===== src/design/vna_pkg.sv =====
// Shared types and constants of the vertex normal averager.
package vna_pkg;

   localparam int VERTICES = 1024;
   localparam int IDX_W    = $clog2(VERTICES);
   localparam int CNT_W    = 11;
   localparam int POS_W    = 32;
   localparam int NSUM_W   = 24;
   localparam int NRM_W    = 16;
   localparam int MAG_W    = 62;
   localparam int ROOT_W   = 31;
   localparam int QUOT_W   = 15;
   localparam int NUM_W    = 45;

   localparam logic signed [NSUM_W-1:0] NSUM_MAX = 24'sh7FFFFF;
   localparam logic signed [NSUM_W-1:0] NSUM_MIN = 24'sh800000;

   typedef enum logic [1:0] {
      KIND_LOAD = 2'd0,
      KIND_TRI  = 2'd1,
      KIND_READ = 2'd2
   } kind_type;

   typedef enum logic [1:0] {
      STAT_OK    = 2'd0,
      STAT_ZERO  = 2'd1,
      STAT_RANGE = 2'd2,
      STAT_SAT   = 2'd3
   } status_type;

   typedef enum logic [4:0] {
      ST_IDLE, ST_DISPATCH, ST_RD_A, ST_RD_B, ST_RD_C, ST_EDGE, ST_CROSS,
      ST_CR_LOAD, ST_RD_SUM, ST_SCALE, ST_SQUARE, ST_SQRT_GO, ST_SQRT_WAIT,
      ST_DIV_GO, ST_DIV_WAIT, ST_UPD_RD, ST_UPD_WR, ST_RESP
   } state_type;

   typedef struct packed {
      logic [1:0]              kind;
      logic [IDX_W-1:0]        vertex_index;
      logic signed [POS_W-1:0] pos_x;
      logic signed [POS_W-1:0] pos_y;
      logic signed [POS_W-1:0] pos_z;
      logic signed [NRM_W-1:0] start_nx;
      logic signed [NRM_W-1:0] start_ny;
      logic signed [NRM_W-1:0] start_nz;
      logic [IDX_W-1:0]        corner_a;
      logic [IDX_W-1:0]        corner_b;
      logic [IDX_W-1:0]        corner_c;
   } req_item_type;

   typedef struct packed {
      logic [IDX_W-1:0]        out_vertex;
      logic signed [NRM_W-1:0] out_nx;
      logic signed [NRM_W-1:0] out_ny;
      logic signed [NRM_W-1:0] out_nz;
      logic [1:0]              status;
   } rsp_item_type;

   typedef struct packed {
      logic              go;
      logic              is_div;
      logic [MAG_W-1:0]  radicand;
      logic [NUM_W-1:0]  numer;
      logic [ROOT_W-1:0] divisor;
   } sd_req_type;

   typedef struct packed {
      logic              done;
      logic [ROOT_W-1:0] root;
      logic [QUOT_W-1:0] quot;
   } sd_rsp_type;

endpackage


===== src/design/vna_sqdiv.sv =====
// Bit-serial square root and divider sharing one subtract and compare unit.
module vna_sqdiv
   import vna_pkg::*;
(
   input  logic       clock,
   input  logic       reset,
   input  sd_req_type sd_req,
   output sd_rsp_type sd_rsp
);

   logic              busy_ff, busy_in;
   logic              done_ff, done_in;
   logic              div_ff, div_in;
   logic [4:0]        cnt_ff, cnt_in;
   logic [MAG_W-1:0]  x_ff, x_in;
   logic [MAG_W-1:0]  r_ff, r_in;
   logic [MAG_W-1:0]  bit_ff, bit_in;
   logic [QUOT_W-1:0] numer_lo_ff, numer_lo_in;
   logic [QUOT_W-1:0] quot_ff, quot_in;
   logic [ROOT_W-1:0] divisor_ff, divisor_in;

   logic [ROOT_W:0]   trial_div;
   logic [MAG_W:0]    op_a, op_b;
   logic [MAG_W+1:0]  diff;
   logic              ge;

   always_comb begin
      trial_div = {x_ff[ROOT_W-1:0], numer_lo_ff[cnt_ff[3:0]]};
      op_a = div_ff ? (MAG_W+1)'(trial_div) : {1'b0, x_ff};
      op_b = div_ff ? (MAG_W+1)'(divisor_ff) : ({1'b0, r_ff} + {1'b0, bit_ff});
      diff = {1'b0, op_a} - {1'b0, op_b};
      ge   = !diff[MAG_W+1];
   end

   always_comb begin
      busy_in     = busy_ff;
      done_in     = 1'b0;
      div_in      = div_ff;
      cnt_in      = cnt_ff;
      x_in        = x_ff;
      r_in        = r_ff;
      bit_in      = bit_ff;
      numer_lo_in = numer_lo_ff;
      quot_in     = quot_ff;
      divisor_in  = divisor_ff;
      if (sd_req.go) begin
         busy_in     = 1'b1;
         div_in      = sd_req.is_div;
         divisor_in  = sd_req.divisor;
         numer_lo_in = sd_req.numer[QUOT_W-1:0];
         quot_in     = '0;
         r_in        = '0;
         bit_in      = MAG_W'(1) << 60;
         if (sd_req.is_div) begin
            x_in   = MAG_W'(sd_req.numer[NUM_W-1:QUOT_W]);
            cnt_in = 5'd14;
         end else begin
            x_in   = sd_req.radicand;
            cnt_in = 5'd30;
         end
      end else if (busy_ff) begin
         if (div_ff) begin
            x_in    = ge ? diff[MAG_W-1:0] : MAG_W'(trial_div);
            quot_in = {quot_ff[QUOT_W-2:0], ge};
         end else begin
            x_in   = ge ? diff[MAG_W-1:0] : x_ff;
            r_in   = ge ? ((r_ff >> 1) + bit_ff) : (r_ff >> 1);
            bit_in = bit_ff >> 2;
         end
         cnt_in = cnt_ff - 5'd1;
         if (cnt_ff == 5'd0) begin
            busy_in = 1'b0;
            done_in = 1'b1;
         end
      end
   end

   always_ff @(posedge clock) begin
      if (reset) begin
         busy_ff <= 1'b0;
         done_ff <= 1'b0;
      end else begin
         busy_ff <= busy_in;
         done_ff <= done_in;
      end
      div_ff      <= div_in;
      cnt_ff      <= cnt_in;
      x_ff        <= x_in;
      r_ff        <= r_in;
      bit_ff      <= bit_in;
      numer_lo_ff <= numer_lo_in;
      quot_ff     <= quot_in;
      divisor_ff  <= divisor_in;
   end

   assign sd_rsp.done = done_ff;
   assign sd_rsp.root = r_ff[ROOT_W-1:0];
   assign sd_rsp.quot = quot_ff;

endmodule


===== config.mk =====
export PLATFORM = sky130hd
export DESIGN_NAME = vna_sqdiv
export DESIGN_NICKNAME = d
export VERILOG_FILES = /design/src/design/vna_pkg.sv /design/src/design/vna_sqdiv.sv
export SDC_FILE = /design/constraint.sdc
export NUM_CORES = 1
export LEC_CHECK = 0
export BUFFER_PORTS_ARGS = -buffer_cell sky130_fd_sc_hd__buf_2
export CORE_UTILIZATION = 40
export DETAILED_ROUTE_END_ITERATION = 8
export GPL_TIMING_DRIVEN = 1
export PLACE_DENSITY_LB_ADDON = 0.12
export SETUP_SLACK_MARGIN = 0.2
export SLEW_MARGIN = 20
export SYNTH_ARGS = -nofsm -noshare
export SYNTH_HDL_FRONTEND = slang
export SYNTH_SLANG_ARGS = --single-unit
export TNS_END_PERCENT = 20

===== constraint.sdc =====
create_clock -name clock -period 6.31 [get_ports clock]
set_input_delay 1.262 -clock clock [delete_from_list [all_inputs] [get_ports clock]]
set_output_delay 1.262 -clock clock [all_outputs]
set_load 0.1 [all_outputs]

# Yosys cells after proc, flatten, opt, wreduce, memory -nomap -nowiden
# Index checks and enable logic that the tools add are counted.
# totals
regBits,224
out_inout_bits,47
# op_classes
add_sub_neg,4
n_lt_le_gt_ge,1
n_eq_ne,1
n_mux,18
n_bitwise,2
reduce_logical,7
# op_table
op,count
$mux W62,8
$sub A62 B63 Y64,1
$add A62 B61 Y63,1
$mux W63,1
$add A61 B61 Y62,1
$mux W5,3
$reduce_and A2 Y1,3
$logic_not A5 Y1,1
$lt A4 B5 Y1 const B,1
$mux W1,5
$sub A5 B1 Y5 const B,1
$bmux W1 S4,1
$ne A3 B3 Y1 const B,1
$reduce_or A3 Y1,1
$not A1 Y1,2
$reduce_bool A2 Y1,1
$logic_not A1 Y1,1

# Depth between registers and ports, before layout
# Gate-level depths: netlist (run 1).
# depth
word_depth,8
depth_mapped,26

# Worst setup path after synthesis (run 1)
# OpenSTA, ideal clock, no wires.
# synth_path
path_type,flip-flop to flip-flop
from,reg r_ff[8]
to,reg x_ff[0] (enable)
setup_ns,0.421
t_arrival_ns,5.976
required_time_ns,5.889
slack_ns,-0.087
stages_incl_launch_ff,25
path_buffers,3
period_less_slack_ns,6.397
path_cell_list,dfxtp_1 > ha_1 > clkbuf_1 > nand4_1 > or4_1 > o21ai_1 > o21ai_1 > o21a_1 > o31ai_4 > a21boi_1 > nor2b_1 > xnor2_1 > or2_1 > ha_1 > nand2_1 > nor4_2 > a32oi_1 > o211ai_2 > nor2_1 > a211o_1 > a21boi_1 > buf_2 > buf_2 > o21ai_0 > nand2_1
# synth_via
elab_chain_cells,5
# synth_lines
element,line,rtl
"start, declared",vna_sqdiv.sv:16,"logic [MAG_W-1:0] r_ff, r_in;"
"start signal, assigned",vna_sqdiv.sv:89,r_ff <= r_in;
$add A62 B61 Y63,vna_sqdiv.sv:30,"op_b = div_ff ? (MAG_W+1)'(divisor_ff) : ({1'b0, r_ff} + {1'b0, bit_ff});"
$mux W63,vna_sqdiv.sv:30,
$sub A62 B63 Y64,vna_sqdiv.sv:31,"diff = {1'b0, op_a} - {1'b0, op_b};"
$ne A3 B3 Y1 (no source line),-,
$reduce_and A2 Y1 (no source line),-,
"end signal, assigned",vna_sqdiv.sv:88,x_ff <= x_in;
"end, declared",vna_sqdiv.sv:15,"logic [MAG_W-1:0] x_ff, x_in;"
# Every way passes these cells.
# A chain may end at the register's enable or synchronous reset.

# Worst setup path after layout (run 1)
# layout_path
from,reg bit_ff[8]
to,reg r_ff[59]
# layout_via
elab_chain_cells,4
# layout_lines
element,line,rtl
"start, declared",vna_sqdiv.sv:17,"logic [MAG_W-1:0] bit_ff, bit_in;"
"start signal, assigned",vna_sqdiv.sv:90,bit_ff <= bit_in;
$add A62 B61 Y63,vna_sqdiv.sv:30,
$mux W63,vna_sqdiv.sv:30,
$sub A62 B63 Y64,vna_sqdiv.sv:31,
$mux W62 *,vna_sqdiv.sv:67,r_in = ge ? ((r_ff >> 1) + bit_ff) : (r_ff >> 1);
# Mark *: on every way between the ends. The rest lies on a longest branch, timed or not.

==> results of run 1 <==
==> cell families (layout without fill, tap and decap cells) <==
| logic type | after synthesis | after routing |
|---|---|---|
| XOR/XNOR | 149 | 149 |
| flip-flops | 224 | 224 |
| buffers and inverters | 199 | 340 |
| AND/OR/NAND/NOR | 789 | 789 |
| multiplexers | 110 | 110 |
| AO/OA/AOI/OAI | 681 | 681 |
| adder cells (fa/ha/maj) | 134 | 134 |
| other | 0 | 4 |
==> worst register-to-register path, delay by kind of cell (launching register included) <==
family                     cells  cell delay (ns)
buffers and inverters          3             0.58
and+or+nand+nor                4             1.11
AOI/OAI and AO/OA             13             2.64
DFF                            1             0.35
xor gates and xnor gates       1             0.20
adders and majority gates      2             0.88
==> sequential cells by signal (all words and copies together) (netlist names) <==
signal / count
done_ff: 1
numer_lo_ff: 15
divisor_ff: 31
r_ff: 62
x_ff: 62
div_ff: 1
bit_ff: 31
quot_ff: 15
cnt_ff: 5
busy_ff: 1
==> Yosys cell counts, drive strengths merged, types with 25 or more instances <==
cell / n
mux2i: 48
nand4: 37
nor2b: 46
nand2: 274
a21o: 32
clkbuf: 86
edfxtp: 114
inv: 36
a31oi: 53
nand2b: 38
xor2: 61
dfxtp: 110
o21ai: 121
a21oi: 226
xnor2: 88
a22o: 30
nor3: 48
buf: 77
ha: 133
o21bai: 25
a211oi: 46
nand3: 43
nor2: 209
mux2: 59
==> what timing repair did <==
action	CTS	global route
buffers inserted	0	7
hold buffers	0	0
resized for setup	0	43
endpoints found under the setup margin	0	180
==> power breakdown <==
part	internal, W	switching [W]	total, W
combinational	0.00123	0.00179	0.00302
sequential	0.00177	0.000153	0.00192
clock	0.00102	0.000699	0.00172
==> stage by stage <==
stage	power (W)	hold WS, ns
2_1_floorplan	0.00412	0.457
3_3_place_gp	0.00484	0.444
3_5_place_dp	0.00483	0.453
4_1_cts	0.00658	0.458
5_1_grt	0.00706	0.491
6_report	0.00666	0.462
==> metal layers <==
| metal | GRT usage, % | up-vias | share of wire (%) |
|---|---|---|---|
| met1 | 36.9 | 8256 | 51 |
| met2 | 35.5 | 528 | 42 |
| li1 | - | 8630 | - |
| met4 | 6.27 | 0 | 2.3 |
| met3 | 2.27 | 71 | 5.1 |
| met5 | 0 | - | 0 |
==> worst max path at each step <==
stage | startpoint | to | slack [ns] | cells past startpoint
2_1_floorplan | r_ff[8] | x_ff[0] | 0.48 | 24
3_3_place_gp | bit_ff[4] | x_ff[57] | 0.19 | 22
3_5_place_dp | bit_ff[4] | x_ff[57] | 0.28 | 22
4_1_cts | bit_ff[4] | x_ff[57] | 0.23 | 22
5_1_grt | bit_ff[0] | r_ff[59] | 0.15 | 24
6_report | bit_ff[8] | r_ff[59] | 0.48 | 23
==> area by class of cell <==
cell class | instances | area [µm²] | share of cell area (%)
Timing Repair Buffer | 252 | 1500 | 6.98
Clock inverter | 20 | 230 | 1.07
Multi-Input combinational cell | 1863 | 12500 | 58.1
Sequential cell | 224 | 5630 | 26.1
Tap cell | 607 | 759 | 3.53
Antenna cell | 4 | 10.0 | 0.0465
Inverter | 36 | 135 | 0.628
Clock buffer | 32 | 747 | 3.47
==> summary.md, run 1 <==
| Metric | Value |
|---|---|
| Final Hold Viols | 0 |
| Skew final | 0.00964 ns |
| I/O Buffers | approximately 190 |
| Number of distinct library cells after synthesis | 89 |
| Period utilization | about 92% |
| Vias/cell | 5.76 |
| DR pass1 iterations | 5 |
| Final setup margin | 0.479 ns |
| Adder-cell share of the synthesized area | under 10% |
| Share of cells above drive strength 1 | 18.0% |
| Required @ worst endpoint | 6.79 ns |
| First-pass GRT wire length | approximately 90000 µm |
| FF-to-FF path depth | 23 |
| Most frequent cells in the layout | nand2_1 (272), a21oi_1 (222), nor2_1 (206) |
| Peak Freq | about 170 MHz |
| Cell Area, Placed | between 20000 and 25000 µm² |
| Synth Area in XOR/XNOR | 6.92% |
| Clock latency on the worst-skew pair | between 0.5 and 0.6 ns |
| Synth top area share | a little under a fifth |
| R2R setup slack | 0.48 ns |
| Final #Nets | 2681 |
| Sequential element share of the synthesized area | 29.8% |
| Vias | 17500 |
| Reg2reg end | r_ff[59] |
| CTS Root Cell | clkbuf_16 |
| Global Route Usage Sum | roughly a quarter |
| Synth Area in Compound Gates | a little under a quarter |
| Reg-to-Reg Start | bit_ff[8] |
| Final setup viols | 0 |
| Remaining DRCs | 0 |
| Ys async rst share | 0% |
| Ys flop type | edfxtp_1 |
| Worst path max stage delay | 0.45 ns |
| Syn_nets | 2562 |
| Slew headroom | 33.9% |
| RSZ-0062 raised after global routing | false |
| Hold/Removal Path Class | reg2reg |
| Hold Path Sink | quot_ff[14] |
| Core Area | around 47000 µm² |
| Post-synth EDFFs | 114 |
| Fin area | 21500 µm² |
| Max Cap Violations | 0 |
| Starting Density | 40.5% |
| Final slew viol count | 0 |
| CTS clk-pin slew, worst paths | 0.06 ns |
| Initial antenna violation count | 5 |
| Worst setup path class | reg2reg |
| CTS Buffer Depth | 3 |
| Worst setup SP type | flop |
| Largest net degree at the start of global routing | 118 |
| Top-Level Pins | 189 |
| Die H | 219 µm |
| Actual slew at the worst max-slew pin | 0.989 ns |
| CP dominant cell by count | buf_4 |
| Placed cells | 2974 |
| Synthesis-to-layout area growth | 14.2% |
| CP Buf/Inv Count | 3 |
| Largest family of logic cells by synthesized area | compound AO/OA/AOI/OAI gates |
| Initial drt markers | about 1300 |
| Number of global-route vias before repair | about 16000 |
| Total congestion overflow | 0 |
| Synth area leaders | edfxtp_1 (18%), dfxtp_1 (12%), ha_1 (8.8%), a21oi_1 (6.0%), nand2_1 (5.4%) |
| H-tree lvl count | 1 |
| Detail Route Antenna Nets | 0 |
| Synth warn | 0 |
| Hpwl dp | 45100 µm |
| Mux cell area share after synthesis | under 10% |
| Layout Utilization | a little under half |
| Die area | 48000 µm² |
| Routed wire per std cell | 19.7 µm |
| Commonest non-fill, non-tap cell in the layout | nand2_1 |
| Simple-gate portion of the synthesized area | between 10% and 20% |
| Post-Syn Instances | 2286 |
| Critical Path AT | 6.31 ns |
| # rows | 79 |
| Max VDD drop | around 0.21 mV |
| Total CTS buffers | 28 |
| CTS tree | built |
| Slowest stage cell, crit path | or4_1 |
| Hold Crit Depth | 2 |
| WL final | 59800 µm |
| Syn Area/Cell | roughly 8.2 µm² |
| Leak | 8.38 nW |
| Register bit count reported by yosys | 224 |
| Min-Delay Startpoint | quot_ff[14] |
| Pwr Density | a little over 300 nW/µm² |
| Post-Syn Area | between 15000 and 20000 µm² |
| Area leader, netlist | edfxtp_1 |
| Die W | 219 µm |
| Global placement routability congestion | 0.915 |
| Shortest period the worst path allows | slightly below 6 ns |
| # fillers | about 4600 |
| Place WS | 0.279 ns |
| CP top delay family | compound AO/OA/AOI/OAI gates |
| Fin cells | between 3000 and 4000 |
| # clock sinks | 224 |
| CP Cell Sequence | ha_1 -> nand4_1 -> or4_1 -> o21ai_1 -> o21ai_1 -> o21a_1 -> o31ai_4 -> buf_4 -> a41oi_1 -> xnor2_1 -> nand2b_1 -> ha_2 -> a21oi_1 -> o21ai_0 -> a21oi_1 -> o21a_1 -> o21ai_0 -> a21oi_2 -> buf_4 -> a21bo_4 -> buf_4 -> or3_1 -> a311oi_1 |
| Critical path endpoint category | flop |
| Setup_tns | 0 ns |
| CP Max Fanout | 15 |
| Run status | finished clean |
Power figures use the tool's default switching activity.
==> inputs of run 2 (changes only) <==
==> constraint.sdc (replaced) <==
create_clock -name clock -period 7.55 [get_ports clock]
set_input_delay 1.51 -clock clock [delete_from_list [all_inputs] [get_ports clock]]
set_output_delay 1.51 -clock clock [all_outputs]
set_load 0.1 [all_outputs]
==> summary.md, run 2 (same netlist as run 1, synthesis figures left out) <==
| Metric | Value |
|---|---|
| Run status | finished clean |
| Vias | 17300 (-1.0%) |
| Total CTS buffers | 28 (unchanged) |
| Detail Route Antenna Nets | 0 (unchanged) |
| Post_cts resized | 0 (unchanged) |
| Total congestion overflow | 0 (unchanged) |
| Fin cells | 2984 (-1.8%) |
| Slew headroom | 28.4% (-5.5 points) |
| Critical path endpoint category | flop |
| Remaining DRCs | 0 (unchanged) |
| Setup Buffers After CTS | 0 (unchanged) |
| Die W | 219 µm (unchanged) |
| Most frequent cells in the layout | nand2_1 (272), a21oi_1 (226), nor2_1 (208) |
| Required @ worst endpoint | 7.99 ns (+1.20 ns) |
| Area of the multi-input gates | 12300 µm² (-1.4%) |
| CTS Root Cell | clkbuf_16 |
| Largest regs | r_ff (62), x_ff (62) |
| Leak | 8.12 nW (-3.0%) |
| Max Cap Violations | 0 (unchanged) |
| Global placement routability congestion | 1.01 (+10%) |
| Worst setup SP type | flop |
| Reg area | 5630 µm² (unchanged) |
| Critical Path AT | 6.86 ns (+0.55 ns) |
| WL final | 58700 µm (-1.9%) |
| DR pass1 iterations | 5 (unchanged) |
| Core Area | 46600 µm² (unchanged) |
| Starting Density | 40.5% (unchanged) |
| Hold buffers post-CTS | 0 (unchanged) |
| Vias/cell | 5.80 (+0.75%) |
| RSZ-0062 raised after global routing | false |
| Ant. Diodes | 0 (-4) |
| Global Route Usage Sum | 24.1% (about the same) |
| Final slew viol count | 0 (unchanged) |
| Pwr Density | 260 nW/µm² (-16%) |
| Initial drt markers | 1261 (-0.63%) |
| Largest net degree at the start of global routing | 162 (+37%) |
| Final #Nets | 2631 (-1.9%) |
| # rows | 79 (unchanged) |
| Period utilization | 85.0% (-7.4 points) |
| Top-Level Pins | 189 (unchanged) |
| Clock latency on the worst-skew pair | 0.59 ns (about the same) |
| CTS tree | built |
| Share of cells above drive strength 1 | 15.2% (-2.8 points) |
| Synthesis-to-layout area growth | 11.1% |
| CTS clk-pin slew, worst paths | 0.06 ns (about the same) |
| Shortest period the worst path allows | 6.42 ns (+0.588 ns) |
| Skew final | 0.0157 ns (+0.00609 ns) |
| I/O Buffers | 188 (unchanged) |
| Hold/Removal Path Class | reg2reg |
| Max VDD drop | 0.199 mV (-6.5%) |
| # clock sinks | 224 (unchanged) |
| Hpwl dp | 43500 µm (-3.5%) |
| Layout Utilization | 45.0% (-1.2 points) |
| Cell Area, Placed | 19900 µm² (-1.6%) |
| Setup_tns | 0 ns (unchanged) |
| Final Hold Viols | 0 (unchanged) |
| Die area | 48000 µm² (unchanged) |
| Fin area | 21000 µm² (-2.7%) |
| Routed wire per std cell | 19.7 µm (about the same) |
| Die H | 219 µm (unchanged) |
| Initial antenna violation count | 0 (-5) |
| Number of global-route vias before repair | 16200 (-0.12%) |
| First-pass GRT wire length | 91700 µm (+0.15%) |
| Commonest non-fill, non-tap cell in the layout | nand2_1 |
| Placed cells | 2932 (-1.4%) |
| # fillers | 4676 (+1.5%) |
| Actual slew at the worst max-slew pin | 1.07 ns (+0.0843 ns) |
| CP Max Fanout | 21 (+6) |
| H-tree lvl count | 1 (unchanged) |
| Worst setup path class | reg2reg |
| Final setup viols | 0 (unchanged) |
| Peak Freq | 156 MHz (-9.2%) |
| CTS Buffer Depth | 3 (unchanged) |
## run 2: cell types whose count changed in the layout (fill, tap and decap cells not counted), moves of 5 or more
cell      before  now
ha_2           6    0
ha_1         126  133
clkbuf_8       1    8
buf_4         58   11
o21ai_0      101  106
## run 2: power by group
group	switching, W	leakage [nW]	internal [W]	total [W]
registers	0.000138	2.03	0.00148	0.00162
logic	0.00144	5.60	0.000952	0.00240
clock network	0.000572	0.501	0.000860	0.00143
total	0.00215	8.12	0.00329	0.00544
## run 2: critical path: stages, from the launching register on
cell	delay, ns
dfxtp_1	0.40
ha_1	0.41
nand4_1	0.17
nor4_1	0.47
a2111oi_2	0.14
o31a_1	0.35
nand2b_1	0.18
a21oi_1	0.33
a21oi_1	0.16
nor3_1	0.22
nor3_1	0.08
or3b_1	0.42
ha_1	0.39
a21oi_1	0.24
o21ai_0	0.13
a21oi_1	0.18
o21a_1	0.15
o21ai_0	0.08
a21oi_1	0.55
a21bo_4	0.39
nand2_1	0.43
o221ai_1	0.33
a21oi_1	0.06
## run 2: stage by stage
step,power [W],hold slack (ns),setup slack [ns]
detailed placement,0.00400,0.450,1.21
floorplan,0.00344,0.457,1.15
global placement,0.00400,0.442,1.35
finish,0.00544,0.460,1.13
global route,0.00577,0.485,0.542
CTS,0.00545,0.460,1.12
## run 2: final cells by class
cell class	instances	area share, %
inverter	36	0.645
sequential	224	26.9
clock inverter	5	0.239
tap	607	3.63
multi-input combinational	1863	58.9
clock buffer	47	4.54
timing repair buffer	202	5.20
## run 2: final timing paths
kind	start	end	slack [ns]	cells past startpoint
hold / removal	quot_ff[14]	quot_ff[14]	0.46	2
hold reg to reg	quot_ff[14]	quot_ff[14]	0.46	2
setup reg to reg	r_ff[10]	r_ff[58]	1.13	22
setup / recovery	r_ff[10]	r_ff[58]	1.13	22
## run 2: layer usage
metal  wire, µm  up-vias  track usage, %
li1           -     8523               -
met1      29600     8203            36.2
met2      25000      496            36.6
met3       2870       81            2.62
met4       1150        0            5.28
met5          0        -               0
